## src/rtl/core/cscan_pkg.sv

```systemverilog
package cscan_pkg;

  typedef enum logic [1:0] {
    KIND_REQUEST = 2'd0,
    KIND_HEAD    = 2'd1,
    KIND_SWEEP   = 2'd2,
    KIND_WRAP    = 2'd3
  } cscan_kind_t;

  localparam int CFG_IDX_BITS = 1;

  typedef enum logic [CFG_IDX_BITS-1:0] {
    REG_HEAD_TRACK = 1'b0,
    REG_MAX_TRACK  = 1'b1
  } cscan_reg_t;

  localparam logic [31:0] MAX_TRACK_RESET = 32'd65535;

  typedef struct packed {
    logic rot;
    logic clr;
    logic tail;
  } cscan_cell_ctl_t;

endpackage

```

## src/rtl/core/cscan_if.sv

```systemverilog
interface cscan_req_if #(parameter int TRACK_BITS = 16);
  logic                  valid;
  logic                  ready;
  logic [TRACK_BITS-1:0] track;
  logic                  last;
  modport source (output valid, track, last, input ready);
  modport sink (input valid, track, last, output ready);
endinterface

interface cscan_visit_if #(parameter int TRACK_BITS = 16);
  logic                    valid;
  logic                    ready;
  logic [TRACK_BITS-1:0]   served_track;
  logic [1:0]              visit_kind;
  logic [TRACK_BITS+1:0]   total_movement;
  logic                    end_of_order;
  modport source (output valid, served_track, visit_kind, total_movement, end_of_order,
                  input ready);
  modport sink (input valid, served_track, visit_kind, total_movement, end_of_order,
                output ready);
endinterface

interface cscan_cfg_if #(parameter int TRACK_BITS = 16);
  logic                  valid;
  logic                  ready;
  logic                  index;
  logic [TRACK_BITS-1:0] data;
  modport source (output valid, index, data, input ready);
  modport sink (input valid, index, data, output ready);
endinterface

```

## src/rtl/core/cscan_cell.sv

```systemverilog
module cscan_cell
  import cscan_pkg::*;
#(
  parameter int TRACK_BITS = 16
) (
  input  logic                  clk,
  input  logic                  rst_n,
  input  cscan_cell_ctl_t       ctl,
  input  logic                  in_v,
  input  logic [TRACK_BITS-1:0] in_d,
  input  logic [TRACK_BITS-1:0] nbr_d,
  input  logic [TRACK_BITS-1:0] wrap_d,
  output logic [TRACK_BITS-1:0] val,
  output logic                  occ,
  output logic                  pass_v,
  output logic [TRACK_BITS-1:0] pass_d
);

  logic [TRACK_BITS-1:0] val_r, val_nxt;
  logic                  occ_r, occ_nxt;
  logic                  pass_v_r, pass_v_nxt;
  logic [TRACK_BITS-1:0] pass_d_r, pass_d_nxt;

  always_comb begin
    val_nxt    = val_r;
    occ_nxt    = occ_r;
    pass_v_nxt = 1'b0;
    pass_d_nxt = pass_d_r;
    if (ctl.clr) begin
      occ_nxt = 1'b0;
    end else if (ctl.rot) begin
      val_nxt = ctl.tail ? wrap_d : nbr_d;
    end else if (in_v) begin
      if (!occ_r) begin
        occ_nxt = 1'b1;
        val_nxt = in_d;
      end else if (in_d < val_r) begin
        val_nxt    = in_d;
        pass_v_nxt = 1'b1;
        pass_d_nxt = val_r;
      end else begin
        pass_v_nxt = 1'b1;
        pass_d_nxt = in_d;
      end
    end
  end

  always_ff @(posedge clk) begin
    if (!rst_n) begin
      occ_r    <= 1'b0;
      pass_v_r <= 1'b0;
    end else begin
      occ_r    <= occ_nxt;
      pass_v_r <= pass_v_nxt;
    end
  end

  always_ff @(posedge clk) begin
    val_r    <= val_nxt;
    pass_d_r <= pass_d_nxt;
  end

  assign val    = val_r;
  assign occ    = occ_r;
  assign pass_v = pass_v_r;
  assign pass_d = pass_d_r;

endmodule

```

## src/rtl/core/cscan_disk_scheduler_core.sv

```systemverilog
// Load: one request per cycle; each request ripples one cell per cycle into a sorted chain.
// Order: after the last of n requests the chain settles, requests below head_track rotate
// to the back, then the head visit follows. Emit: one visit per cycle while the output is
// ready, n + 2 or n + 3 visits, with an idle slot when the sweep-end visit is skipped;
// no new request is taken until the final visit.
// Reset (synchronous, rst_n low): store empty, head_track 0, max_track 65535, output idle.
module cscan_disk_scheduler_core
  import cscan_pkg::*;
#(
  parameter int MAX_REQUESTS = 32,
  parameter int TRACK_BITS   = 16
) (
  input  logic                clk,
  input  logic                rst_n,
  cscan_req_if.sink           in_req,
  cscan_visit_if.source       out_visit,
  cscan_cfg_if.sink           cfg_wr
);

  localparam int CW = $clog2(MAX_REQUESTS + 1);
  localparam int MW = TRACK_BITS + 2;

  typedef enum logic [7:0] {
    S_LOAD   = 8'b0000_0001,
    S_SETTLE = 8'b0000_0010,
    S_SKIP   = 8'b0000_0100,
    S_HEAD   = 8'b0000_1000,
    S_UPPER  = 8'b0001_0000,
    S_SWEEP  = 8'b0010_0000,
    S_WRAP   = 8'b0100_0000,
    S_LOWER  = 8'b1000_0000
  } state_t;

  state_t                state_r, state_nxt;
  logic [TRACK_BITS-1:0] head_r, max_r;
  logic [CW-1:0]         cnt_r, cnt_nxt;
  logic [CW-1:0]         lo_r, lo_nxt;
  logic [CW-1:0]         idx_r, idx_nxt;
  logic [TRACK_BITS-1:0] pos_r, pos_nxt;
  logic [TRACK_BITS-1:0] top_r, top_nxt;
  logic [MW-1:0]         mov_r, mov_nxt;

  logic                  out_vld_r;
  logic [TRACK_BITS-1:0] out_trk_r, e_trk;
  cscan_kind_t           out_kind_r, e_kind;
  logic [MW-1:0]         out_mov_r;
  logic                  out_end_r, e_end;
  logic                  emit;

  logic [TRACK_BITS-1:0] val    [MAX_REQUESTS];
  logic [TRACK_BITS-1:0] pass_d [MAX_REQUESTS];
  logic [MAX_REQUESTS-1:0] occ_vec, pass_vec;
  logic                  rot, clr;
  logic                  in_fire, ins_v, slot_ok;
  logic [TRACK_BITS-1:0] front;
  logic [TRACK_BITS-1:0] d_front, d_top;

  assign in_fire = in_req.valid && in_req.ready;
  assign ins_v   = in_fire && (cnt_r < CW'(MAX_REQUESTS));
  assign front   = val[0];
  assign slot_ok = !out_vld_r || out_visit.ready;
  assign d_front = (front > pos_r) ? (front - pos_r) : (pos_r - front);
  assign d_top   = (top_r > max_r) ? (top_r - max_r) : (max_r - top_r);

  assign in_req.ready = (state_r == S_LOAD);
  assign cfg_wr.ready = 1'b1;

  always_ff @(posedge clk) begin
    if (!rst_n) begin
      head_r <= '0;
      max_r  <= TRACK_BITS'(MAX_TRACK_RESET);
    end else if (cfg_wr.valid) begin
      case (cscan_reg_t'(cfg_wr.index))
        REG_HEAD_TRACK: head_r <= cfg_wr.data;
        REG_MAX_TRACK:  max_r  <= cfg_wr.data;
        default: ;
      endcase
    end
  end

  genvar gi;
  generate
    for (gi = 0; gi < MAX_REQUESTS; gi++) begin : g_cell
      cscan_cell_ctl_t       ctl;
      logic                  c_in_v;
      logic [TRACK_BITS-1:0] c_in_d;
      logic [TRACK_BITS-1:0] c_nbr;
      assign ctl.rot  = rot;
      assign ctl.clr  = clr;
      assign ctl.tail = (cnt_r == CW'(gi + 1));
      if (gi == 0) begin : g_first
        assign c_in_v = ins_v;
        assign c_in_d = in_req.track;
      end else begin : g_rest
        assign c_in_v = pass_vec[gi-1];
        assign c_in_d = pass_d[gi-1];
      end
      if (gi == MAX_REQUESTS - 1) begin : g_end
        assign c_nbr = front;
      end else begin : g_mid
        assign c_nbr = val[gi+1];
      end
      cscan_cell #(.TRACK_BITS(TRACK_BITS)) u_cell (
        .clk    (clk),
        .rst_n  (rst_n),
        .ctl    (ctl),
        .in_v   (c_in_v),
        .in_d   (c_in_d),
        .nbr_d  (c_nbr),
        .wrap_d (front),
        .val    (val[gi]),
        .occ    (occ_vec[gi]),
        .pass_v (pass_vec[gi]),
        .pass_d (pass_d[gi])
      );
    end
  endgenerate

  always_comb begin
    state_nxt = state_r;
    cnt_nxt   = cnt_r;
    lo_nxt    = lo_r;
    idx_nxt   = idx_r;
    pos_nxt   = pos_r;
    top_nxt   = top_r;
    mov_nxt   = mov_r;
    rot       = 1'b0;
    clr       = 1'b0;
    emit      = 1'b0;
    e_trk     = front;
    e_kind    = KIND_REQUEST;
    e_end     = 1'b0;
    case (state_r)
      S_LOAD: begin
        if (ins_v) begin
          cnt_nxt = cnt_r + CW'(1);
        end
        if (in_fire && in_req.last) begin
          state_nxt = S_SETTLE;
        end
      end
      S_SETTLE: begin
        if (!(|pass_vec)) begin
          lo_nxt    = '0;
          state_nxt = S_SKIP;
        end
      end
      S_SKIP: begin
        if ((lo_r < cnt_r) && (front < head_r)) begin
          rot    = 1'b1;
          lo_nxt = lo_r + CW'(1);
        end else begin
          state_nxt = S_HEAD;
        end
      end
      S_HEAD: begin
        if (slot_ok) begin
          emit      = 1'b1;
          e_trk     = head_r;
          e_kind    = KIND_HEAD;
          mov_nxt   = '0;
          pos_nxt   = head_r;
          top_nxt   = head_r;
          idx_nxt   = '0;
          state_nxt = (lo_r == cnt_r) ? S_SWEEP : S_UPPER;
        end
      end
      S_UPPER: begin
        if (slot_ok) begin
          emit    = 1'b1;
          e_trk   = front;
          e_kind  = KIND_REQUEST;
          mov_nxt = mov_r + MW'(d_front);
          pos_nxt = front;
          top_nxt = front;
          rot     = 1'b1;
          idx_nxt = idx_r + CW'(1);
          if ((idx_r + lo_r + CW'(1)) == cnt_r) begin
            state_nxt = S_SWEEP;
          end
        end
      end
      S_SWEEP: begin
        if (top_r == max_r) begin
          state_nxt = S_WRAP;
        end else if (slot_ok) begin
          emit      = 1'b1;
          e_trk     = max_r;
          e_kind    = KIND_SWEEP;
          mov_nxt   = mov_r + MW'(d_top);
          state_nxt = S_WRAP;
        end
      end
      S_WRAP: begin
        if (slot_ok) begin
          emit    = 1'b1;
          e_trk   = '0;
          e_kind  = KIND_WRAP;
          e_end   = (lo_r == '0);
          mov_nxt = mov_r + MW'(max_r);
          pos_nxt = '0;
          idx_nxt = '0;
          if (lo_r == '0) begin
            clr       = 1'b1;
            cnt_nxt   = '0;
            state_nxt = S_LOAD;
          end else begin
            state_nxt = S_LOWER;
          end
        end
      end
      S_LOWER: begin
        if (slot_ok) begin
          emit    = 1'b1;
          e_trk   = front;
          e_kind  = KIND_REQUEST;
          mov_nxt = mov_r + MW'(d_front);
          pos_nxt = front;
          idx_nxt = idx_r + CW'(1);
          if ((idx_r + CW'(1)) == lo_r) begin
            e_end     = 1'b1;
            clr       = 1'b1;
            cnt_nxt   = '0;
            state_nxt = S_LOAD;
          end else begin
            rot = 1'b1;
          end
        end
      end
      default: begin
        state_nxt = S_LOAD;
      end
    endcase
  end

  always_ff @(posedge clk) begin
    if (!rst_n) begin
      state_r   <= S_LOAD;
      cnt_r     <= '0;
      lo_r      <= '0;
      idx_r     <= '0;
      out_vld_r <= 1'b0;
    end else begin
      state_r <= state_nxt;
      cnt_r   <= cnt_nxt;
      lo_r    <= lo_nxt;
      idx_r   <= idx_nxt;
      if (emit) begin
        out_vld_r <= 1'b1;
      end else if (out_visit.ready) begin
        out_vld_r <= 1'b0;
      end
    end
  end

  always_ff @(posedge clk) begin
    pos_r <= pos_nxt;
    top_r <= top_nxt;
    mov_r <= mov_nxt;
    if (emit) begin
      out_trk_r  <= e_trk;
      out_kind_r <= e_kind;
      out_mov_r  <= mov_nxt;
      out_end_r  <= e_end;
    end
  end

  assign out_visit.valid          = out_vld_r;
  assign out_visit.served_track   = out_trk_r;
  assign out_visit.visit_kind     = out_kind_r;
  assign out_visit.total_movement = out_mov_r;
  assign out_visit.end_of_order   = out_end_r;

`ifndef NO_ASSERTIONS
  a_cnt_bound: assert property (@(posedge clk) disable iff (!rst_n)
    cnt_r <= CW'(MAX_REQUESTS))
    else $error("request count above store depth");

  a_occ_match: assert property (@(posedge clk) disable iff (!rst_n)
    (state_r == S_SKIP) |-> ($countones(occ_vec) == int'(cnt_r)))
    else $error("occupied cells disagree with request count");

  a_end_to_load: assert property (@(posedge clk) disable iff (!rst_n)
    (emit && e_end) |=> (state_r == S_LOAD && cnt_r == '0))
    else $error("final visit did not return to load");

  a_head_zero: assert property (@(posedge clk) disable iff (!rst_n)
    (out_vld_r && out_kind_r == KIND_HEAD) |-> (out_mov_r == '0))
    else $error("head visit with nonzero movement");
`endif

endmodule
```

## src/flat_wrapper.sv

```systemverilog
// flat-port wrapper written by rule: the top's interface ports become plain ports
module cscan_disk_scheduler_core_flat import cscan_pkg::*;
#(
  parameter int MAX_REQUESTS = 32,
  parameter int TRACK_BITS   = 16
)
  (clk, rst_n, in_req_valid, in_req_track, in_req_last, in_req_ready, out_visit_valid, out_visit_served_track, out_visit_visit_kind, out_visit_total_movement, out_visit_end_of_order, out_visit_ready, cfg_wr_valid, cfg_wr_index, cfg_wr_data, cfg_wr_ready);
  cscan_req_if #(.TRACK_BITS(TRACK_BITS)) in_req_i ();
  cscan_visit_if #(.TRACK_BITS(TRACK_BITS)) out_visit_i ();
  cscan_cfg_if #(.TRACK_BITS(TRACK_BITS)) cfg_wr_i ();
  input  logic clk;
  input  logic rst_n;
  input wire logic [$bits(in_req_i.valid)-1:0] in_req_valid;
  input wire logic [$bits(in_req_i.track)-1:0] in_req_track;
  input wire logic [$bits(in_req_i.last)-1:0] in_req_last;
  output wire logic [$bits(in_req_i.ready)-1:0] in_req_ready;
  output wire logic [$bits(out_visit_i.valid)-1:0] out_visit_valid;
  output wire logic [$bits(out_visit_i.served_track)-1:0] out_visit_served_track;
  output wire logic [$bits(out_visit_i.visit_kind)-1:0] out_visit_visit_kind;
  output wire logic [$bits(out_visit_i.total_movement)-1:0] out_visit_total_movement;
  output wire logic [$bits(out_visit_i.end_of_order)-1:0] out_visit_end_of_order;
  input wire logic [$bits(out_visit_i.ready)-1:0] out_visit_ready;
  input wire logic [$bits(cfg_wr_i.valid)-1:0] cfg_wr_valid;
  input wire logic [$bits(cfg_wr_i.index)-1:0] cfg_wr_index;
  input wire logic [$bits(cfg_wr_i.data)-1:0] cfg_wr_data;
  output wire logic [$bits(cfg_wr_i.ready)-1:0] cfg_wr_ready;
  assign in_req_i.valid = in_req_valid;
  assign in_req_i.track = in_req_track;
  assign in_req_i.last = in_req_last;
  assign in_req_ready = in_req_i.ready;
  assign out_visit_valid = out_visit_i.valid;
  assign out_visit_served_track = out_visit_i.served_track;
  assign out_visit_visit_kind = out_visit_i.visit_kind;
  assign out_visit_total_movement = out_visit_i.total_movement;
  assign out_visit_end_of_order = out_visit_i.end_of_order;
  assign out_visit_i.ready = out_visit_ready;
  assign cfg_wr_i.valid = cfg_wr_valid;
  assign cfg_wr_i.index = cfg_wr_index;
  assign cfg_wr_i.data = cfg_wr_data;
  assign cfg_wr_ready = cfg_wr_i.ready;
  cscan_disk_scheduler_core #(.MAX_REQUESTS(MAX_REQUESTS), .TRACK_BITS(TRACK_BITS)) u_core (.clk(clk), .rst_n(rst_n), .in_req(in_req_i), .out_visit(out_visit_i), .cfg_wr(cfg_wr_i));
endmodule
```

## config.mk

```make
export PLATFORM = sky130hd
export DESIGN_NAME = cscan_disk_scheduler_core_flat
export DESIGN_NICKNAME = d
export VERILOG_FILES = /design/src/rtl/core/cscan_pkg.sv /design/src/rtl/core/cscan_if.sv /design/src/rtl/core/cscan_cell.sv /design/src/rtl/core/cscan_disk_scheduler_core.sv /design/src/flat_wrapper.sv
export SDC_FILE = /design/constraint.sdc
export NUM_CORES = 2
export LEC_CHECK = 0
export ABC_AREA = 1
export BUFFER_PORTS_ARGS = -buffer_cell sky130_fd_sc_hd__buf_2
export CELL_PAD_IN_SITES_DETAIL_PLACEMENT = 0
export CELL_PAD_IN_SITES_GLOBAL_PLACEMENT = 1
export CORE_ASPECT_RATIO = 1.75
export CORE_MARGIN = 4
export CORE_UTILIZATION = 46
export CTS_CLUSTER_SIZE = 25
export DETAILED_ROUTE_END_ITERATION = 12
export GPL_ROUTABILITY_DRIVEN = 0
export PLACE_DENSITY = 0.78
export REMOVE_ABC_BUFFERS = 1
export SYNTH_ARGS = -nofsm -noshare
export SYNTH_HDL_FRONTEND = slang
export SYNTH_SLANG_ARGS = --single-unit
```

## constraint.sdc

```tcl
create_clock -name clk -period 4.7 [get_ports clk]
set_input_delay 1.41 -clock clk [delete_from_list [all_inputs] [get_ports clk]]
set_output_delay 1.41 -clock clk [all_outputs]
set_load 0.01 [all_outputs]
```

# Word level (Yosys, flattened, before mapping)
# Cells that the tools add are included.
# Widths: inputs -> output; s select.
# totals
register_bits	1218
output_inout_bits	40
# op_classes
addsub	12
order_cmp	37
eq_ne	91
reduce_logical	185
mux	287
bitwise_logic	36
# op_table
operator	count
$mux 16	199
$lt 16x16->1	33
$reduce_and 4->1	33
$reduce_or 4->1	33
$reduce_and 3->1	34
$ne 3x1->1 const B	33
$eq 6x5->1 const B	16
$mux 8	12
$pmux 16 s3	2
$mux 18	5
$pmux 18 s4	1
$reduce_bool 2->1	36
$reduce_and 2->1	34
$pmux 8 s8	1
$sub 16x16->16	4
$mux 6	10
$add 18x16->18	3
$eq 6x4->1 const B	8
$mux 1	45
$not 1->1	36
$gt 16x16->1	2
$pmux 16 s2	1
$reduce_or 32->1	1
$add 6x1->6 const B	4
other kinds (32)	62

# Longest topological paths before layout
# depth
depth_word	7
depth_mapped	30

# Hierarchy
# A second synthesis with hierarchy kept.
# unflattened
cells_unflattened	9588
area_unflattened_um2	79044.6
# by_module_without_submodules
module	area_each_um2	cells_per_inst	seq_area_each_um2	instances
cscan_cell	2020.7	232	1001.0	32
cscan_disk_scheduler_core	14382.5	2164	3613.5	1

# Worst setup path before layout
# No wires, ideal clock.
# synth_path
kind	input to register
start	input port out_visit_ready
end	register u_core.g_cell[14].u_cell.pass_d_r[0], enable pin
arrival_time_ns	3.878
path_buffers	2
slack_ns	0.392
path_stages	7
setup_time_ns	0.430
path_cell_list	nor2_1 > clkbuf_1 > a21oi_1 > nand2_2 > inv_2 > buf_2 > nor4_1
# synth_via
elab_chain_cells	5
elab_cells_between_ends	10
cone_classes	6 x mux; 2 x bitwise; 2 x reduce/logical
# synth_rtl
item	line_no	source
start, declared	flat_wrapper.sv:22	input wire logic [$bits(out_visit_i.ready)-1:0] out_visit_ready;
$logic_or 1x1->1 (*)	cscan_disk_scheduler_core.sv:61	assign slot_ok = !out_vld_r || out_visit.ready;
$mux 1 (on tied branches)	cscan_disk_scheduler_core.sv:213, cscan_disk_scheduler_core.sv:169, cscan_disk_scheduler_core.sv:195	
$pmux 1 s3 or $pmux 1 s2 (tied branches)	cscan_disk_scheduler_core.sv:133	case (state_r)
$not 1->1 (no source line)	n/a	
$reduce_and 4->1 (no source line) (*)	n/a	
end signal, assigned	cscan_cell.sv:60	pass_d_r <= pass_d_nxt;
end, declared	cscan_cell.sv:22	logic [TRACK_BITS-1:0] pass_d_r, pass_d_nxt;
# Mark *: on every way between the ends. The rest lies on a longest branch, timed or not.
# A chain may end at the register's enable or synchronous reset.

# Worst setup path in the final report
# layout_path
start	register u_core.max_r[15]
end	register u_core.out_mov_r[11] (netlist: u_core.out_visit.total_movement[11]) (data pin)
# layout_via
elab_chain_cells	6
elab_cells_between_ends	7
cone_classes	1 x add/sub; 1 x order compare; 1 x eq/ne; 4 x mux
# layout_rtl
item	line_no	source
start, declared	cscan_disk_scheduler_core.sv:35	logic [TRACK_BITS-1:0] head_r, max_r;
start signal, assigned	cscan_disk_scheduler_core.sv:71	max_r <= TRACK_BITS'(MAX_TRACK_RESET);
start signal, assigned	cscan_disk_scheduler_core.sv:75	REG_MAX_TRACK: max_r <= cfg_wr.data;
$gt 16x16->1	cscan_disk_scheduler_core.sv:63	assign d_top = (top_r > max_r) ? (top_r - max_r) : (max_r - top_r);
$mux 16	cscan_disk_scheduler_core.sv:63	
$add 18x16->18	cscan_disk_scheduler_core.sv:190	mov_nxt = mov_r + MW'(d_top);
$mux 18	cscan_disk_scheduler_core.sv:186	end else if (slot_ok) begin
$mux 18 (*)	cscan_disk_scheduler_core.sv:184	if (top_r == max_r) begin
$pmux 18 s4 (*)	cscan_disk_scheduler_core.sv:133	
via u_core.mov_nxt[11]	cscan_disk_scheduler_core.sv:41	logic [MW-1:0] mov_r, mov_nxt;
end signal, assigned	cscan_disk_scheduler_core.sv:263	out_mov_r <= mov_nxt;
end, declared	cscan_disk_scheduler_core.sv:46	logic [MW-1:0] out_mov_r;
# Mark *: on every way through the listed nets, which the timed path passes. The rest lies on a longest branch.

==> impl_metrics.tcl <==
set metrics [dict create \
    die_w_um 310.2 \
    path_max_fanout 11 \
    comb_power_share_pct 34.0 \
    final.setup.tns_ns 0 \
    netlist_area_um2 73510 \
    min_path_type "flop to flop" \
    required_ns 5.17 \
    track_usage_pct 28.27 \
    synthDistinctLibCells 53 \
    slowest_stage "dfxtp_1" \
    period_minus_slack_ns 4.419 \
    p_sw_mw 13.62 \
    ir_drop_v 0.0004251 \
    drtAntennaViolNets 0 \
    ctsHoldBuffers 0 \
    r2r_slack_ns 0.28 \
    clk_latency_ns 0.76 \
    hold_violations 0 \
    synth_ff_type "edfxtp_1" \
    fin_crit_sh_pct 94.02 \
    slew_headroom_pct 18.40 \
    ys_seq_area_share_pct 47.84 \
    nFillCells 15070 \
    wl_per_cell_um 22.28 \
    area_delta_synth_final_pct 9.403 \
    ys_ff_latch 1218 \
    powerDensity_nw_per_um2 437.9 \
    cts_tree "built" \
    grt_overflow 0 \
    criticalPathCategory "flop to flop" \
    routed_wl_um 239500 \
    pwr-share-seq_pct 38.1 \
    grt_pass1_vias 59395 \
    async_flop_share_pct 0 \
    start_util_pct 46.40 \
    cts_root_buffer "clkbuf_16" \
    final_cells 10749 \
    report.power.total_mw 35.21 \
    die_y_um 536.8 \
    cts_buffers 117 \
    finClkSkew_ns 0.03854 \
    yosysTopAreaCell "edfxtp_1" \
    synthTopCellsByArea "edfxtp_1 44%, nand2_1 11%, ha_1 11%, o21ai_0 8.5%, inv_1 4.7%" \
    drcViolationCount 0 \
    fin_util_pct 50.76 \
    register_area_um2 35160 \
    grt_max_degree 153 \
    cp_top_family "simple AND/OR/NAND/NOR gates" \
    setup_viol 0 \
    syn_avg_cell_area_um2 8.550 \
    tightest_slew_ns 1.215 \
    start_kind "flop" \
    crit_path_max_incr_delay_ns 0.47 \
    grt_pass1_wl_um 359000 \
    internal_power_mw 21.59 \
    multiInputGateArea_um2 33050 \
    cts.sinks 1218 \
    yosys_warnings 0 \
    antenna_found_initial 14 \
    final_cell_mix "2222 x nand2_1, 1252 x o21ai_0, 1077 x edfxtp_1, 925 x inv_1, 622 x ha_1" \
    status "finished, final reports clean" \
    mostFrequentLayoutCell "nand2_1" \
    dieArea_um2 166500 \
    drive_gt1_share_pct 6.519 \
    netSwitchingFraction_pct 38.69 \
    synth_edf_count 1077 \
    syn_inst 8597 \
    cp-end-kind "flop" \
    hpwlAfterDp_um 177200 \
    placed_cells 10520 \
    drt_iter0_drc 5167 \
    leakage_nw 34.31 \
    drv_slew 0 \
    synth_top_area_share_pct 44.00 \
    fin_nets 9266 \
    fin_hold_ws_ns 0.4590 \
    clock_tree.buffer_depth 3 \
    core_area_um2 158400 \
    viasPerCell 5.679 \
    num_rows 193 \
    max_freq_mhz 226.3 \
    clkTransAtPathRegs_ns 0.07 \
    io_pins 79 \
    cap_violations 0 \
    vias 61041 \
    critPathBufInv 5 \
    pwr-share-clk_pct 27.9 \
    cp_cell_sequence "inv_1, ha_1, nand2_1, nor2_1, nand2_1, nor2_2, inv_1, nand2_2, buf_4, o21ai_0, nand2_1, inv_1, ha_1, buf_4, a21oi_1, o21ai_0, nand2_1, nand3_1, xnor2_1, o21ai_0, o21ai_0, a21oi_1" \
    htreeDepth 3 \
    arrival_ns 4.89 \
    io_buffers 77 \
    firstDrtPassIters 6 \
]
-- worst reg2reg max path: stages, from the launching register on --
cell and delay, ns:
dfxtp_1 0.47, inv_1 0.18, ha_1 0.40, nand2_1 0.09, nor2_1 0.20, nand2_1 0.14, nor2_2 0.28, inv_1 0.14
nand2_2 0.16, buf_4 0.20, o21ai_0 0.11, nand2_1 0.08, inv_1 0.04, ha_1 0.30, buf_4 0.16, a21oi_1 0.20
o21ai_0 0.15, nand2_1 0.08, nand3_1 0.11, xnor2_1 0.28, o21ai_0 0.11, o21ai_0 0.12, a21oi_1 0.14
-- per-layer routing --
| layer | part of all wire, % | wire (um) | vias to the layer above | global-route usage, % |
|---|---|---|---|---|
| li1 | - | - | 29475 | - |
| met1 | 37 | 87630 | 28962 | 31.14 |
| met2 | 51 | 122800 | 1948 | 52.05 |
| met3 | 4.8 | 11440 | 652 | 3.118 |
| met4 | 7.3 | 17520 | 4 | 16.77 |
| met5 | 0.011 | 27 | - | 0 |
-- power by group through the flow --
stage / sequential [mW] / clock, mW / combinational, mW
2_1_floorplan: 13.6 / 0 / 7.07
3_3_place_gp: 13.6 / 0 / 11.6
3_5_place_dp: 13.6 / 0 / 11.7
4_1_cts: 13.4 / 9.98 / 11.8
5_1_grt: 13.5 / 10.4 / 13.0
6_report: 13.4 / 9.83 / 12.0
-- synthesized netlist by cell type, types with 5 or more instances --
cell type  number
a21boi_0        5
a21o_1         10
a21oi_1       499
a22oi_1         9
a31oi_1         8
buf_2          37
buf_4          58
buf_6          21
clkbuf_1      302
dfxtp_1       141
edfxtp_1     1077
fa_1            8
ha_1          623
inv_1         927
inv_2          13
nand2_1      2223
nand2_2         5
nand3_1       193
nand3b_1       41
nand4_1        77
nor2_1        246
nor2_2          7
nor3_1         59
nor4_1         30
nor4_2          6
o211ai_1       23
o21a_1          5
o21ai_0      1252
o21ai_1       521
o21bai_1       13
o221ai_1       19
o22ai_1        17
o31ai_1        27
or2_2           9
xnor2_1        15
xor2_1         49
-- per-stage QoR --
stage,setup WS [ns],cell area [um2]
6_report,0.2811,80420
5_1_grt,-0.01636,80410
4_1_cts,0.1396,80350
3_5_place_dp,0.2017,76500
3_3_place_gp,0.1715,76500
2_1_floorplan,-10.65,71500
-- final timing paths --
| kind | startpoint | end | cells after the start |
|---|---|---|---|
| max | u_core.max_r[15] | u_core.out_visit.total_movement[11] | 22 |
| max reg2reg | u_core.max_r[15] | u_core.out_visit.total_movement[11] | 22 |
| min reg2reg | u_core.g_cell[31].u_cell.occ | u_core.g_cell[31].u_cell.pass_v | 2 |
| min | u_core.g_cell[31].u_cell.occ | u_core.g_cell[31].u_cell.pass_v | 2 |
-- sequential cells by signal (all words and copies together) (netlist names) --
signal                           cells
u_core.cnt_r                         6
u_core.g_cell.u_cell.occ            32
u_core.g_cell.u_cell.pass_d        496
u_core.g_cell.u_cell.pass_v         32
u_core.g_cell.u_cell.val           512
u_core.head_r                       16
u_core.idx_r                         6
u_core.lo_r                          6
u_core.max_r                        16
u_core.mov_r                        18
u_core.out_visit.end_of_order        1
u_core.out_visit.served_track       16
u_core.out_visit.total_movement     18
u_core.out_visit.valid               1
u_core.out_visit.visit_kind          2
u_core.pos_r                        16
u_core.state_r                       8
u_core.top_r                        16
-- layout make-up --
type | instances | area share (%)
flip-flops and latches | 1218 | 43.73
multi-input cells | 6018 | 41.10
repair buffers | 300 | 2.779
well taps | 2047 | 3.185
clock buffers | 158 | 4.058
inverters | 941 | 4.409
clock inverters | 62 | 0.7313
diodes | 5 | 0.01556
-- what timing repair did --
action,in CTS,in global routing
hold endpoints to repair,0,0
gates resized for setup,0,7
setup endpoints to repair,0,19
setup buffers,0,4
-- cells by family (layout without fill, tap and decap cells) --
kind of cell             after synthesis  in the layout  synth area share [%]
flip-flops                          1218           1218                 47.84
buffers and inverters               1361           1461                 7.539
adder cells (fa/ha/maj)              631            631                 10.82
AO/OA/AOI/OAI                       2416           2416                 16.95
other                                  1              6              0.005102
AND/OR/NAND/NOR                     2906           2906                 16.09
XOR/XNOR                              64             64                0.7626
No activity file was read; power rests on OpenSTA's default activity.
